$ cat config.mk
export PLATFORM = sky130hd
export DESIGN_NAME = stick_channel_shaping_flat
export DESIGN_NICKNAME = d
export VERILOG_FILES = /design/src/sv/scs_pkg.sv /design/src/sv/scs_chan_if.sv /design/src/sv/stick_channel_shaping.sv /design/src/flat_wrapper.sv
export SDC_FILE = /design/constraint.sdc
export NUM_CORES = 2
export LEC_CHECK = 0
export BUFFER_PORTS_ARGS = -buffer_cell sky130_fd_sc_hd__buf_2
export CORE_MARGIN = 2
export CORE_UTILIZATION = 60
export CTS_CLUSTER_DIAMETER = 80
export DETAILED_ROUTE_END_ITERATION = 7
export PLACE_DENSITY = 0.76
export SYNTH_ARGS = -nofsm -noshare
export SYNTH_HDL_FRONTEND = slang
export SYNTH_SLANG_ARGS = --single-unit
$ cat constraint.sdc
create_clock -name i_clk -period 14.15 [get_ports i_clk]
set_clock_uncertainty 0.15 [all_clocks]
set_input_delay 2.1225 -clock i_clk [delete_from_list [all_inputs] [get_ports i_clk]]
set_output_delay 2.1225 -clock i_clk [all_outputs]
set_load 0.05 [all_outputs]
$ cat src/sv/scs_pkg.sv
// Shared types, widths and constants for the stick channel shaping block.
// No dependencies; every other file uses it through scoped names.
package scs_pkg;

    // Field and arithmetic widths.
    localparam int RAW_W      = 16;             // width of the raw sample field
    localparam int RAW_BITS   = 16;             // raw bits taken into account (8..16)
    localparam int QBITS      = 10;             // quotient bits of both dividers
    localparam int NUM_W      = RAW_BITS + QBITS; // normalize numerator width
    localparam int DZ_W       = 10;
    localparam int DZN_W      = 20;             // deadzone numerator width
    localparam int EXPO_W     = 7;
    localparam int OUT_W      = 11;
    localparam int CFG_IDX_W  = 3;
    localparam int CFG_DATA_W = 16;

    // Scale constants.
    localparam int FULL_SCALE = 1000;
    localparam int PERCENT    = 100;

    // Reciprocals for division by constants: floor(n/C) is (n*R)>>S or one less.
    localparam int RECIP_1000 = 1049;
    localparam int SH_1000    = 20;
    localparam int RECIP_100  = 167773;
    localparam int SH_100     = 24;

    // Pipeline stage positions.
    localparam int ST_IN  = 0;
    localparam int ST_MUL = 1;
    localparam int ST_SAT = 2;              // first of QBITS+1 normalize divider stages
    localparam int ST_NRM = ST_SAT + QBITS + 1;
    localparam int ST_DZ  = ST_NRM + 1;     // first of QBITS+1 deadzone divider stages
    localparam int ST_X   = ST_DZ + QBITS + 1;
    localparam int ST_SQ  = ST_X + 1;
    localparam int ST_SQR = ST_SQ + 1;
    localparam int ST_SQC = ST_SQR + 1;
    localparam int ST_CU  = ST_SQC + 1;
    localparam int ST_CUR = ST_CU + 1;
    localparam int ST_CUC = ST_CUR + 1;
    localparam int ST_MIX = ST_CUC + 1;
    localparam int ST_SUM = ST_MIX + 1;
    localparam int ST_DVR = ST_SUM + 1;
    localparam int ST_OUT = ST_DVR + 1;
    localparam int N_STG  = ST_OUT + 1;

    // Configuration register indexes.
    typedef enum logic [CFG_IDX_W-1:0] {
        CFG_MIN    = 3'd0,
        CFG_CENTER = 3'd1,
        CFG_MAX    = 3'd2,
        CFG_DEAD   = 3'd3,
        CFG_EXPO   = 3'd4
    } t_cfg_idx;

    // Forced normalize result, decided before the division.
    typedef enum logic [1:0] {
        FRC_NONE = 2'd0,
        FRC_ZERO = 2'd1,
        FRC_NEG  = 2'd2
    } t_force;

    // One step of the normalize divider.
    typedef struct packed {
        logic [NUM_W-1:0]    rem;
        logic [RAW_BITS-1:0] span;
        logic [QBITS-1:0]    q;
        logic                sat;
        logic                lower;
        t_force              frc;
    } t_nd1;

    // One step of the deadzone divider.
    typedef struct packed {
        logic [DZN_W-1:0]        rem;
        logic [DZ_W-1:0]         den;
        logic [QBITS-1:0]        q;
        logic                    byp;
        logic                    inb;
        logic                    neg;
        logic signed [OUT_W-1:0] v;
    } t_nd2;

endpackage

$ cat src/sv/scs_chan_if.sv
// Valid/ready channel interfaces for raw samples and shaped values.
// Depends on scs_pkg for the field widths.
interface scs_raw_if;
    logic                          valid;
    logic                          ready;
    logic [scs_pkg::RAW_W-1:0]     raw_sample;
    modport source (output valid, output raw_sample, input ready);
    modport sink   (input valid, input raw_sample, output ready);
endinterface

interface scs_shp_if;
    logic                             valid;
    logic                             ready;
    logic signed [scs_pkg::OUT_W-1:0] shaped_value;
    modport source (output valid, output shaped_value, input ready);
    modport sink   (input valid, input shaped_value, output ready);
endinterface

$ cat src/sv/stick_channel_shaping.sv
// Stick channel shaping: calibration normalize, deadzone and cubic expo.
// Depends on scs_pkg and the channel interfaces in scs_chan_if.sv.
//
//   channel   dir  word          width
//   i_raw     in   raw_sample    16 unsigned
//   o_shp     out  shaped_value  11 signed
//   i_cfg_*   in   register write (index 3, data 16)
//
// One word enters per cycle while the pipeline is not stalled; a word passes
// 36 register stages before its result can leave.
// The length comes from the two restoring dividers, one quotient bit per stage,
// plus the multiply and correct stages of the expo curve.
// Every stage holds its own valid bit and moves on when the stage after it is
// empty or moving, so a stalled output only fills the pipeline behind it.
// Reset is synchronous, clears the valid bits and sets the configuration registers to their defaults.
module stick_channel_shaping (
    input  logic                                i_clk,
    input  logic                                i_rst_n,
    scs_raw_if.sink                             i_raw,
    scs_shp_if.source                           o_shp,
    input  logic                                i_cfg_we,
    input  logic [scs_pkg::CFG_IDX_W-1:0]       i_cfg_idx,
    input  logic [scs_pkg::CFG_DATA_W-1:0]      i_cfg_data
);

    localparam int RB  = scs_pkg::RAW_BITS;
    localparam int NW  = scs_pkg::NUM_W;
    localparam int QB  = scs_pkg::QBITS;
    localparam int NS  = scs_pkg::N_STG;
    localparam int OW  = scs_pkg::OUT_W;
    localparam int DW  = scs_pkg::DZ_W;
    localparam int DNW = scs_pkg::DZN_W;

    // Configuration registers.
    logic [scs_pkg::RAW_W-1:0]  r_cfg_min, r_cfg_center, r_cfg_max;
    logic [DW-1:0]              r_cfg_dead;
    logic [scs_pkg::EXPO_W-1:0] r_cfg_expo;

    always_ff @(posedge i_clk) begin
        if (!i_rst_n) begin
            r_cfg_min    <= '0;
            r_cfg_center <= 16'h8000;
            r_cfg_max    <= 16'hFFFF;
            r_cfg_dead   <= '0;
            r_cfg_expo   <= '0;
        end else if (i_cfg_we) begin
            case (scs_pkg::t_cfg_idx'(i_cfg_idx))
                scs_pkg::CFG_MIN:    r_cfg_min    <= i_cfg_data;
                scs_pkg::CFG_CENTER: r_cfg_center <= i_cfg_data;
                scs_pkg::CFG_MAX:    r_cfg_max    <= i_cfg_data;
                scs_pkg::CFG_DEAD:   r_cfg_dead   <= i_cfg_data[DW-1:0];
                scs_pkg::CFG_EXPO:   r_cfg_expo   <= i_cfg_data[scs_pkg::EXPO_W-1:0];
                default: ;
            endcase
        end
    end

    // Stage valid bits and per-stage advance chain.
    logic [NS-1:0] r_vld;
    logic [NS-1:0] n_vld;
    logic [NS:0]   w_adv;

    assign w_adv[NS] = o_shp.ready;
    for (genvar gi = 0; gi < NS; gi++) begin : g_adv
        assign w_adv[gi] = !r_vld[gi] || w_adv[gi+1];
    end

    assign i_raw.ready = w_adv[scs_pkg::ST_IN];
    assign n_vld = {r_vld[NS-2:0], i_raw.valid};

    always_ff @(posedge i_clk) begin
        if (!i_rst_n) begin
            r_vld <= '0;
        end else begin
            r_vld <= (w_adv[NS-1:0] & n_vld) | (~w_adv[NS-1:0] & r_vld);
        end
    end

    // Input capture.
    logic [scs_pkg::RAW_W-1:0] r_raw;

    always_ff @(posedge i_clk) begin
        if (w_adv[scs_pkg::ST_IN]) begin
            r_raw <= i_raw.raw_sample;
        end
    end

    // Pick the half, its span and the scaled numerator.
    logic [RB-1:0]    w_raw, w_mn, w_ct, w_mx, w_span, w_udiff;
    logic             w_lower;
    scs_pkg::t_force  w_frc;
    logic [NW-1:0]    r1_num;
    logic [RB-1:0]    r1_span;
    logic             r1_lower;
    scs_pkg::t_force  r1_frc;

    always_comb begin
        w_raw   = r_raw[RB-1:0];
        w_mn    = r_cfg_min[RB-1:0];
        w_ct    = r_cfg_center[RB-1:0];
        w_mx    = r_cfg_max[RB-1:0];
        w_lower = (w_raw <= w_ct);
        w_span  = w_lower ? (w_ct - w_mn) : (w_mx - w_ct);
        w_udiff = w_lower ? (w_raw - w_mn) : (w_raw - w_ct);
        if (w_mx == w_mn || w_span == '0) begin
            w_frc = scs_pkg::FRC_ZERO;
        end else if (w_lower && w_raw < w_mn) begin
            w_frc = scs_pkg::FRC_NEG;
        end else begin
            w_frc = scs_pkg::FRC_NONE;
        end
    end

    always_ff @(posedge i_clk) begin
        if (w_adv[scs_pkg::ST_MUL]) begin
            r1_num   <= NW'(w_udiff) * NW'(scs_pkg::FULL_SCALE);
            r1_span  <= w_span;
            r1_lower <= w_lower;
            r1_frc   <= w_frc;
        end
    end

    // Normalize divider: saturation check, then one quotient bit per stage.
    scs_pkg::t_nd1 r_d1 [0:QB];

    always_ff @(posedge i_clk) begin
        if (w_adv[scs_pkg::ST_SAT]) begin
            r_d1[0].rem   <= r1_num;
            r_d1[0].span  <= r1_span;
            r_d1[0].q     <= '0;
            r_d1[0].sat   <= (r1_num >= {r1_span, {QB{1'b0}}});
            r_d1[0].lower <= r1_lower;
            r_d1[0].frc   <= r1_frc;
        end
    end

    for (genvar gj = 0; gj < QB; gj++) begin : g_div1
        logic [NW-1:0]  w_sh;
        scs_pkg::t_nd1  n_d;
        always_comb begin
            w_sh = NW'(r_d1[gj].span) << (QB - 1 - gj);
            n_d  = r_d1[gj];
            if (!r_d1[gj].sat && r_d1[gj].rem >= w_sh) begin
                n_d.rem          = r_d1[gj].rem - w_sh;
                n_d.q[QB-1-gj]   = 1'b1;
            end
        end
        always_ff @(posedge i_clk) begin
            if (w_adv[scs_pkg::ST_SAT + 1 + gj]) begin
                r_d1[gj+1] <= n_d;
            end
        end
    end

    // Normalized value from the clamped quotient.
    logic [QB-1:0]        w_qc;
    logic signed [OW-1:0] n_v, r_v;

    always_comb begin
        if (r_d1[QB].sat || r_d1[QB].q > QB'(scs_pkg::FULL_SCALE)) begin
            w_qc = QB'(scs_pkg::FULL_SCALE);
        end else begin
            w_qc = r_d1[QB].q;
        end
        case (r_d1[QB].frc)
            scs_pkg::FRC_ZERO: n_v = '0;
            scs_pkg::FRC_NEG:  n_v = -OW'(scs_pkg::FULL_SCALE);
            default: begin
                if (r_d1[QB].lower) begin
                    n_v = OW'(w_qc) - OW'(scs_pkg::FULL_SCALE);
                end else begin
                    n_v = OW'(w_qc);
                end
            end
        endcase
    end

    always_ff @(posedge i_clk) begin
        if (w_adv[scs_pkg::ST_NRM]) begin
            r_v <= n_v;
        end
    end

    // Deadzone setup and its divider.
    logic [DW-1:0] w_av;
    scs_pkg::t_nd2 r_d2 [0:QB];

    assign w_av = r_v[OW-1] ? DW'(-r_v) : DW'(r_v);

    always_ff @(posedge i_clk) begin
        if (w_adv[scs_pkg::ST_DZ]) begin
            r_d2[0].rem <= DNW'(w_av - r_cfg_dead) * DNW'(scs_pkg::FULL_SCALE);
            r_d2[0].den <= DW'(scs_pkg::FULL_SCALE) - r_cfg_dead;
            r_d2[0].q   <= '0;
            r_d2[0].byp <= (r_cfg_dead == '0);
            r_d2[0].inb <= (w_av <= r_cfg_dead);
            r_d2[0].neg <= r_v[OW-1];
            r_d2[0].v   <= r_v;
        end
    end

    for (genvar gk = 0; gk < QB; gk++) begin : g_div2
        logic [DNW-1:0] w_sh;
        scs_pkg::t_nd2  n_d;
        always_comb begin
            w_sh = DNW'(r_d2[gk].den) << (QB - 1 - gk);
            n_d  = r_d2[gk];
            if (r_d2[gk].rem >= w_sh) begin
                n_d.rem        = r_d2[gk].rem - w_sh;
                n_d.q[QB-1-gk] = 1'b1;
            end
        end
        always_ff @(posedge i_clk) begin
            if (w_adv[scs_pkg::ST_DZ + 1 + gk]) begin
                r_d2[gk+1] <= n_d;
            end
        end
    end

    // Deadzoned value.
    logic signed [OW-1:0] n_x, r_x;

    always_comb begin
        if (r_d2[QB].byp) begin
            n_x = r_d2[QB].v;
        end else if (r_d2[QB].inb) begin
            n_x = '0;
        end else if (r_d2[QB].neg) begin
            n_x = -OW'(r_d2[QB].q);
        end else begin
            n_x = OW'(r_d2[QB].q);
        end
    end

    always_ff @(posedge i_clk) begin
        if (w_adv[scs_pkg::ST_X]) begin
            r_x <= n_x;
        end
    end

    // Expo: x*x/1000 via reciprocal multiply and one correction.
    logic [DW-1:0]        w_ax;
    logic [19:0]          r_sq_a, r_sqr_a;
    logic [30:0]          r_sqr_t;
    logic signed [OW-1:0] r_sq_x, r_sqr_x, r_sqc_x;
    logic [10:0]          w_sq_q0;
    logic [DW-1:0]        r_sqc_a1;

    assign w_ax    = r_x[OW-1] ? DW'(-r_x) : DW'(r_x);
    assign w_sq_q0 = 11'(r_sqr_t >> scs_pkg::SH_1000);

    always_ff @(posedge i_clk) begin
        if (w_adv[scs_pkg::ST_SQ]) begin
            r_sq_a <= 20'(w_ax) * 20'(w_ax);
            r_sq_x <= r_x;
        end
        if (w_adv[scs_pkg::ST_SQR]) begin
            r_sqr_t <= 31'(r_sq_a) * 31'(scs_pkg::RECIP_1000);
            r_sqr_a <= r_sq_a;
            r_sqr_x <= r_sq_x;
        end
        if (w_adv[scs_pkg::ST_SQC]) begin
            if (21'(w_sq_q0) * 21'(scs_pkg::FULL_SCALE) > 21'(r_sqr_a)) begin
                r_sqc_a1 <= DW'(w_sq_q0 - 11'd1);
            end else begin
                r_sqc_a1 <= DW'(w_sq_q0);
            end
            r_sqc_x <= r_sqr_x;
        end
    end

    // Expo: cube term (x*x/1000)*x/1000, truncated toward zero.
    logic [DW-1:0]        w_cx;
    logic [19:0]          r_cu_b, r_cur_b;
    logic [30:0]          r_cur_t;
    logic signed [OW-1:0] r_cu_x, r_cur_x, r_cuc_x, r_cuc_x3;
    logic [10:0]          w_cu_q0;
    logic [DW-1:0]        w_x3m;

    assign w_cx    = r_sqc_x[OW-1] ? DW'(-r_sqc_x) : DW'(r_sqc_x);
    assign w_cu_q0 = 11'(r_cur_t >> scs_pkg::SH_1000);

    always_comb begin
        if (21'(w_cu_q0) * 21'(scs_pkg::FULL_SCALE) > 21'(r_cur_b)) begin
            w_x3m = DW'(w_cu_q0 - 11'd1);
        end else begin
            w_x3m = DW'(w_cu_q0);
        end
    end

    always_ff @(posedge i_clk) begin
        if (w_adv[scs_pkg::ST_CU]) begin
            r_cu_b <= 20'(r_sqc_a1) * 20'(w_cx);
            r_cu_x <= r_sqc_x;
        end
        if (w_adv[scs_pkg::ST_CUR]) begin
            r_cur_t <= 31'(r_cu_b) * 31'(scs_pkg::RECIP_1000);
            r_cur_b <= r_cu_b;
            r_cur_x <= r_cu_x;
        end
        if (w_adv[scs_pkg::ST_CUC]) begin
            r_cuc_x3 <= r_cur_x[OW-1] ? -OW'(w_x3m) : OW'(w_x3m);
            r_cuc_x  <= r_cur_x;
        end
    end

    // Blend: ((100-k)*x + k*x3) / 100, signed and truncated toward zero.
    logic signed [7:0]    w_wl, w_k;
    logic signed [18:0]   r_mix_p1, r_mix_p2;
    logic signed [19:0]   w_sum;
    logic signed [OW-1:0] r_mix_x, r_sum_x, r_dvr_x;
    logic [17:0]          r_sum_m, r_dvr_m;
    logic                 r_sum_neg, r_dvr_neg;
    logic [35:0]          r_dvr_t;

    assign w_k   = $signed({1'b0, r_cfg_expo});
    assign w_wl  = 8'(scs_pkg::PERCENT) - w_k;
    assign w_sum = 20'(r_mix_p1) + 20'(r_mix_p2);

    always_ff @(posedge i_clk) begin
        if (w_adv[scs_pkg::ST_MIX]) begin
            r_mix_p1 <= 19'(w_wl) * 19'(r_cuc_x);
            r_mix_p2 <= 19'(w_k) * 19'(r_cuc_x3);
            r_mix_x  <= r_cuc_x;
        end
        if (w_adv[scs_pkg::ST_SUM]) begin
            r_sum_m   <= w_sum[19] ? 18'(-w_sum) : 18'(w_sum);
            r_sum_neg <= w_sum[19];
            r_sum_x   <= r_mix_x;
        end
        if (w_adv[scs_pkg::ST_DVR]) begin
            r_dvr_t   <= 36'(r_sum_m) * 36'(scs_pkg::RECIP_100);
            r_dvr_m   <= r_sum_m;
            r_dvr_neg <= r_sum_neg;
            r_dvr_x   <= r_sum_x;
        end
    end

    // Final quotient, clamp and output register.
    logic [11:0]          w_oq0, w_oq;
    logic [OW-1:0]        w_oqs;
    logic signed [OW-1:0] n_out, r_out;

    always_comb begin
        w_oq0 = 12'(r_dvr_t >> scs_pkg::SH_100);
        if (18'(w_oq0) * 18'(scs_pkg::PERCENT) > r_dvr_m) begin
            w_oq = w_oq0 - 12'd1;
        end else begin
            w_oq = w_oq0;
        end
        if (w_oq > 12'(scs_pkg::FULL_SCALE)) begin
            w_oqs = OW'(scs_pkg::FULL_SCALE);
        end else begin
            w_oqs = OW'(w_oq);
        end
        if (r_cfg_expo == '0) begin
            n_out = r_dvr_x;
        end else if (r_dvr_neg) begin
            n_out = -w_oqs;
        end else begin
            n_out = w_oqs;
        end
    end

    always_ff @(posedge i_clk) begin
        if (w_adv[scs_pkg::ST_OUT]) begin
            r_out <= n_out;
        end
    end

    assign o_shp.valid        = r_vld[scs_pkg::ST_OUT];
    assign o_shp.shaped_value = r_out;

`ifndef ASSERT_OFF
    // A result word never leaves the full-scale range.
    a_out_range: assert property (@(posedge i_clk) disable iff (!i_rst_n)
        o_shp.valid |-> (r_out >= -OW'(scs_pkg::FULL_SCALE) &&
                         r_out <= OW'(scs_pkg::FULL_SCALE)))
        else $error("shaped value out of range");

    // The deadzone quotient stays within full scale when it is used.
    a_dz_quot: assert property (@(posedge i_clk) disable iff (!i_rst_n)
        (r_vld[scs_pkg::ST_X - 1] && !r_d2[QB].byp && !r_d2[QB].inb) |->
        (r_d2[QB].q <= QB'(scs_pkg::FULL_SCALE)))
        else $error("deadzone quotient above full scale");

    // An accepted input word lands in the first stage.
    a_in_capture: assert property (@(posedge i_clk) disable iff (!i_rst_n)
        (i_raw.valid && i_raw.ready) |=> r_vld[scs_pkg::ST_IN])
        else $error("accepted word not captured");

    // A stage that cannot advance keeps its word.
    a_stage_hold: assert property (@(posedge i_clk) disable iff (!i_rst_n)
        (r_vld[scs_pkg::ST_NRM] && !w_adv[scs_pkg::ST_NRM + 1]) |=>
        (r_vld[scs_pkg::ST_NRM] && $stable(r_v)))
        else $error("stalled stage lost its word");
`endif

endmodule

$ cat src/flat_wrapper.sv
// flat-port wrapper written by rule: the top's interface ports become plain ports
module stick_channel_shaping_flat 
  (i_clk, i_rst_n, i_cfg_we, i_cfg_idx, i_cfg_data, i_raw_valid, i_raw_raw_sample, i_raw_ready, o_shp_valid, o_shp_shaped_value, o_shp_ready);
  scs_raw_if i_raw_i ();
  scs_shp_if o_shp_i ();
  input  logic i_clk;
  input  logic i_rst_n;
  input  logic i_cfg_we;
  input  logic [scs_pkg::CFG_IDX_W-1:0] i_cfg_idx;
  input  logic [scs_pkg::CFG_DATA_W-1:0] i_cfg_data;
  input wire logic [$bits(i_raw_i.valid)-1:0] i_raw_valid;
  input wire logic [$bits(i_raw_i.raw_sample)-1:0] i_raw_raw_sample;
  output wire logic [$bits(i_raw_i.ready)-1:0] i_raw_ready;
  output wire logic [$bits(o_shp_i.valid)-1:0] o_shp_valid;
  output wire logic [$bits(o_shp_i.shaped_value)-1:0] o_shp_shaped_value;
  input wire logic [$bits(o_shp_i.ready)-1:0] o_shp_ready;
  assign i_raw_i.valid = i_raw_valid;
  assign i_raw_i.raw_sample = i_raw_raw_sample;
  assign i_raw_ready = i_raw_i.ready;
  assign o_shp_valid = o_shp_i.valid;
  assign o_shp_shaped_value = o_shp_i.shaped_value;
  assign o_shp_i.ready = o_shp_ready;
  stick_channel_shaping u_core (.i_clk(i_clk), .i_rst_n(i_rst_n), .i_raw(i_raw_i), .o_shp(o_shp_i), .i_cfg_we(i_cfg_we), .i_cfg_idx(i_cfg_idx), .i_cfg_data(i_cfg_data));
endmodule
# ---- Word-level counts from Yosys, hierarchy flattened
# Memory sizes are Yosys's and may differ from the RTL's.
# Index checks and enable logic that the tools add are counted.
dict set report op_classes {
  n_addsub 39
  mul 12
  magnitude_cmp 29
  eq_ne 7
  n_mux 104
  bitwise_logic 4
  reduce_logical 104
}
# cell n
set ops {}
lappend ops {{$mux 26} 10}
lappend ops {{$mux 20} 10}
lappend ops {{$mux 11} 7}
lappend ops {{$and 36x36->36} 2}
lappend ops {{$mux 10} 7}
lappend ops {{$mux 1} 64}
lappend ops {{$sub 16x16->16} 4}
lappend ops {{$mul 20x11->31 const B} 2}
lappend ops {{$logic_not 1->1} 46}
lappend ops {{$gt 21x20->1} 2}
lappend ops {{$mul 10x10->20} 2}
lappend ops {{$logic_or 1x1->1} 38}
lappend ops {{$mul 8x11->19} 2}
lappend ops {{$mul 11x7->18 const B} 2}
lappend ops {{$mul 18x18->36 const B} 1}
lappend ops {{$not 36->36} 1}
lappend ops {{$or 36x36->36} 1}
lappend ops {{$mux 16} 2}
lappend ops {{$neg 10->10} 3}
lappend ops {{$ge 26x16->1} 1}
lappend ops {{$ge 26x17->1} 1}
lappend ops {{$ge 26x18->1} 1}
lappend ops {{$ge 26x19->1} 1}
lappend ops {{$ge 26x20->1} 1}
lappend ops {{71 further kinds} 88}
dict set report totals {
  register_bits 566
  mem_bits_rw 1210
  input_bits 40
  output_inout_bits 13
  memories 2
}
# name depth word_bits read_ports rd_ports_with_merged_regs wr line_no
set mem_list {}
lappend mem_list {u_core.r_d1 11 56 11 0 11 stick_channel_shaping.sv:124} ;# scs_pkg::t_nd1 r_d1 [0:QB];
lappend mem_list {u_core.r_d2 11 54 11 0 11 stick_channel_shaping.sv:186} ;# scs_pkg::t_nd2 r_d2 [0:QB];

# ---- Depth between registers and ports, before layout
dict set report logic_depth {
  word_depth 40
  depth_mapped 36
}

# ---- Worst setup path before layout
# No wires, ideal clock.
dict set report synth_timing {
  path_type {input-to-output}
  startpoint {input o_shp_ready}
  endpoint {output i_raw_ready}
  arrival_time_ns 5.821
  t_required_ns 11.878
  setup_slack_ns 6.057
  cell_stages 11
  n_path_buf 2
  path_cell_list {and3b_1 buf_2 and3_1 buf_2 and4_1 nand2_1 nor4_1 and2_1 and3_1 and2_1 nand3_1}
}
dict set report synth_between {
  elab_chain_len 36
}
# item line_no
set synth_lines {}
lappend synth_lines {{start: declaration} flat_wrapper.sv:16} ;# input wire logic [$bits(o_shp_i.ready)-1:0] o_shp_ready;
lappend synth_lines {{$logic_or 1x1->1 (16 in series)} stick_channel_shaping.sv:65} ;# assign w_adv[gi] = !r_vld[gi] || w_adv[gi+1];
lappend synth_lines {{net u_core.w_adv[20]} stick_channel_shaping.sv:61} ;# logic [NS:0] w_adv;
lappend synth_lines {{$logic_or 1x1->1 (20 in series)} stick_channel_shaping.sv:65}
lappend synth_lines {{end: declaration} flat_wrapper.sv:13} ;# output wire logic [$bits(i_raw_i.ready)-1:0] i_raw_ready;
# The timed path passes the listed nets, and every way through them passes these cells.

# ---- Worst setup path after layout
dict set report layout_timing {
  startpoint {register u_core.r_raw[0] (netlist name)}
  endpoint {register u_core.r1_num[24] (data pin)}
}
dict set report layout_between {
  elab_chain_len 3
}
# item line_no
set layout_lines {}
lappend layout_lines {{start: declaration} stick_channel_shaping.sv:80} ;# logic [scs_pkg::RAW_W-1:0] r_raw;
lappend layout_lines {{start signal: assignment} stick_channel_shaping.sv:84} ;# r_raw <= i_raw.raw_sample;
lappend layout_lines {{$sub 16x16->16 or $le 16x16->1 (tied branches)} {stick_channel_shaping.sv:104, stick_channel_shaping.sv:102}}
lappend layout_lines {{$mux 16 *} stick_channel_shaping.sv:104} ;# w_udiff = w_lower ? (w_raw - w_mn) : (w_raw - w_ct);
lappend layout_lines {{$mul 16x7->23 *} stick_channel_shaping.sv:116} ;# r1_num <= NW'(w_udiff) * NW'(scs_pkg::FULL_SCALE);
lappend layout_lines {{end signal: assignment} stick_channel_shaping.sv:116}
lappend layout_lines {{end: declaration} stick_channel_shaping.sv:92} ;# logic [NW-1:0] r1_num;
# Every way passes the cells marked *; elsewhere a longest branch is shown, timed or not.
# A chain may end at the register's enable or synchronous reset.

==> insert_results.sql <==
INSERT INTO impl_metrics (metric_group, metric, value, unit) VALUES
('outcome', 'status', 'complete, no violations', ''),
('clock_tree', 'cts_buffers', '157', ''),
('min_path', 'min_delay_worst_endpoint', 'u_core.r_d2[5][9]', ''),
('floorplanning', 'start_util', '0.603', ''),
('global_route', 'grt_overflow_total', '0', ''),
('synthesis', 'number_of_enable_flip_flop_cells_after_synthesis', '1360', ''),
('critical_path', 'r2r_start', 'u_core.r_raw[0]', ''),
('min_path', 'worstHoldPathType', 'flop to flop', ''),
('clock_tree', 'insertion_delay', '0.81', 'ns'),
('critical_path', 'worst_path_arrival', '8.96', 'ns'),
('placed_design', 'quantity_of_i_o_buffers_inserted_on_ports', '52', ''),
('synthesis', 'ys_warn_count', '0', ''),
('critical_path', 'endpoint_kind', 'flop', ''),
('min_path', 'worst_hold_path.num_cells', '0', ''),
('timing', 'finalSetupViolations', '0', ''),
('clock_tree', 'cts-resized-gates', '0', ''),
('floorplanning', 'floorplan.die.width', '416', 'um'),
('detailed_routing', 'wl_per_cell', '18.2', 'um'),
('clock_tree', 'cts_tree', 'done', ''),
('global_route', 'grt_pass1_vias', '66900', ''),
('final_layout', 'nNetsFinal', '11000', ''),
('global_route', 'initial_antenna_violation_count', '10', ''),
('synthesis', 'netlist_instances', '9044', ''),
('critical_path', 'cp.required', '14.65', 'ns'),
('synthesis', 'ys_async_sr_fraction', '0', ''),
('synthesis', 'syn_area_per_cell', '11.3', 'um^2'),
('floorplanning', 'ioPinCount', '53', ''),
('global_route', 'grt_start_max_net_pins', '102', ''),
('final_layout', 'area_growth', '8.19', '%'),
('floorplanning', 'core_area', '169000', 'um^2'),
('timing', 'worst_slew_pin_slew', '1.22', 'ns'),
('critical_path', 'path_class', 'flop to flop', ''),
('timing', 'slew_headroom', '0.188', ''),
('floorplanning', 'fp.dieArea', '173000', 'um^2'),
('placed_design', 'detailedPlace.worstSlack', '5.78', 'ns'),
('timing', 'period_share', '0.598', ''),
('detailed_routing', 'drt-pass1-iter-count', '7', ''),
('timing', 'grt_setup_unrepaired', 'no', ''),
('placed_design', 'place.gp.congestion', '0.950', ''),
('timing', 'timing.fmax', '118', 'MHz'),
('min_path', 'min-delay-start', 'u_core.r_d2[4][9]', ''),
('clock_tree', 'cts_max_level', '4', ''),
('synthesis', 'synth-seq-cells', '1461', ''),
('clock_tree', 'cts-hold-fix-buffers', '0', ''),
('detailed_routing', 'drt_iter0_markers', '4521', ''),
('clock_tree', 'post-cts-setup-buffers', '0', ''),
('clock_tree', 'ctsRootBufferMaster', 'clkbuf_16', ''),
('detailed_routing', 'post-route-drc-count', '0', ''),
('clock_tree', 'clk_pin_slew_worst_paths', '0.06', 'ns'),
('critical_path', 'r2r_endpoint', 'u_core.r1_num[24]', ''),
('final_layout', 'drive_above_1_share', '0.0532', ''),
('synthesis', 'syn-cell-area', '102000', 'um^2'),
('floorplanning', 'die_height', '416', 'um'),
('critical_path', 'timing.critical_path.slowest_cell_delay', '0.55', 'ns'),
('timing', 'hold_viol_final', '0', ''),
('detailed_routing', 'detailroute.via_count', '65000', ''),
('critical_path', 'r2r_setup_slack', '5.69', 'ns'),
('timing', 'finalWorstSetupSlack', '5.69', 'ns'),
('timing', 'drv_slew', '0', ''),
('synthesis', 'sequential_cell_area_fraction_in_the_yosys_report', '0.421', ''),
('final_layout', 'fin_cells', '11500', ''),
('detailed_routing', 'viasPerCell', '5.63', ''),
('detailed_routing', 'drt-total-wl', '209', 'mm'),
('detailed_routing', 'drt.antenna.violating_nets', '0', ''),
('timing', 'timing.final.crit_period', '8.46', 'ns'),
('timing', 'timing.setup.tns', '0', 'ns'),
('clock_tree', 'clock_sinks', '1461', ''),
('critical_path', 'critical_path_peak_fanout', '36', ''),
('global_route', 'grt_usage', '0.248', ''),
('critical_path', 'timing.critical_path.slowest_stage_cell', 'fa_1', ''),
('critical_path', 'crit_path_start_kind', 'flop', ''),
('clock_tree', 'cts_max_path_buffers', '3', ''),
('synthesis', 'dominantRegCellSynth', 'edfxtp_1', ''),
('placed_design', 'dpl.hpwl', '165', 'mm'),
('critical_path', 'crit_path_frequent_cell', 'inv_1', ''),
('critical_path', 'worst-r2r-cell-count', '30', ''),
('synthesis', 'ys_types', '96', ''),
('global_route', 'grt_pass1_wl', '345', 'mm'),
('job', 'max_cap_violations', '0', ''),
('floorplanning', 'num_rows', '151', ''),
('placed_design', 'post-place-cells', '11200', '');
==> critical path, delay by kind of cell, from the launching register on <==
kind	cells	cell delay, ns
AOI/OAI and AO/OA	10	2.69
DFF	1	0.37
and+or+nand+nor	6	1.11
adders and majority gates	7	2.91
buffers and inverters	7	1.03
==> layer usage <==
metal | GRT usage | share of wire
met1 | 0.314 | 0.42
met2 | 0.439 | 0.51
met3 | 0.0303 | 0.041
met4 | 0.0866 | 0.034
met5 | 0 | 0
==> final cells by class <==
class                           instances  area, um^2
Antenna cell                            8        20.0
Clock buffer                          186        4130
Clock inverter                        105        1270
Fill cell                           12500       58800
Inverter                             1467        5510
Multi-Input combinational cell       5994       53100
Sequential cell                      1461       42900
Tap cell                             2218        2780
Timing Repair Buffer                   96         593
==> state kept, by name (all words and copies together) (netlist names), 17 cells and up <==
register,count
u_core.r1_num,23
u_core.r_cu_b,20
u_core.r_cur_b,17
u_core.r_d1,492
u_core.r_d2,471
u_core.r_mix_p1,19
u_core.r_mix_p2,19
u_core.r_sq_a,18
u_core.r_sqr_a,17
u_core.r_sum_m,18
u_core.r_vld,36
==> cells in the final DEF (no fill, tap or decap), types with 43 or more instances in the layout <==
cell and n:
a21o_1 126, a21boi_0 87, and3_1 43, ha_1 1193, nor4_1 51, nor2b_1 131
inv_1 1460, o21ai_0 313, and2_1 173, nand2b_1 102, nor3_1 130, o21bai_1 49
nand4_1 74, dfxtp_1 101, a21oi_1 375, buf_4 45, buf_2 51, xor2_1 186
nand3_1 146, clkbuf_16 158, mux2_2 74, nand2_1 584, o21a_1 87, edfxtp_1 1360
fa_1 620, or3_1 57, xnor2_1 400, nor2_1 446
==> per-stage QoR <==
step | hold WS [ns] | instance area, um^2 | utilization
5_1_grt | 0.236 | 110000 | 0.652
3_5_place_dp | 0.255 | 105000 | 0.620
3_3_place_gp | 0.250 | 105000 | 0.620
6_report | 0.233 | 110000 | 0.652
2_1_floorplan | 0.250 | 102000 | -
4_1_cts | 0.233 | 110000 | 0.652
==> cells by family after synthesis <==
| kind of cell | share of synthesized area |
|---|---|
| AND/OR/NAND/NOR | 0.101 |
| AO/OA/AOI/OAI | 0.0869 |
| adder cells (fa/ha/maj) | 0.268 |
| other | 0.0000368 |
| XOR/XNOR | 0.0506 |
| buffers and inverters | 0.0590 |
| multiplexers | 0.0141 |
| flip-flops | 0.421 |
==> synthesized netlist by cell type (all sizes together) (44+ instances only) <==
| cell type | instances | area [um^2] |
|---|---|---|
| a21boi | 94 | 706 |
| a21o | 126 | 946 |
| a21oi | 378 | 1900 |
| and2 | 173 | 1080 |
| and3 | 44 | 280 |
| clkbuf | 100 | 375 |
| dfxtp | 101 | 2020 |
| edfxtp | 1360 | 40800 |
| fa | 620 | 12400 |
| ha | 1193 | 14900 |
| inv | 1466 | 5500 |
| mux2 | 100 | 1130 |
| nand2 | 590 | 2210 |
| nand2b | 102 | 638 |
| nand3 | 149 | 746 |
| nand4 | 74 | 463 |
| nor2 | 447 | 1680 |
| nor2b | 131 | 820 |
| nor3 | 131 | 667 |
| nor4 | 54 | 365 |
| o21a | 87 | 653 |
| o21ai | 346 | 1740 |
| o21bai | 49 | 368 |
| or3 | 57 | 357 |
| xnor2 | 401 | 3530 |
| xor2 | 186 | 1630 |
==> how the worst max path moves through the flow <==
stage / startpoint / end / slack (ns)
after floorplan: o_shp_ready / i_raw_ready / 6.06
after CTS: u_core.r_raw[0] / u_core.r1_num[24] / 5.71
after global placement: u_core.r_raw[0] / u_core.r1_num[24] / 5.81
after detailed placement: u_core.r_raw[0] / u_core.r1_num[24] / 5.78
after global routing: u_core.r_raw[0] / u_core.r1_num[24] / 5.18
final: u_core.r_raw[0] / u_core.r1_num[24] / 5.69
Power is not shown: default switching activity piles up to over one toggle a cycle in this logic, so the estimate is an artifact.
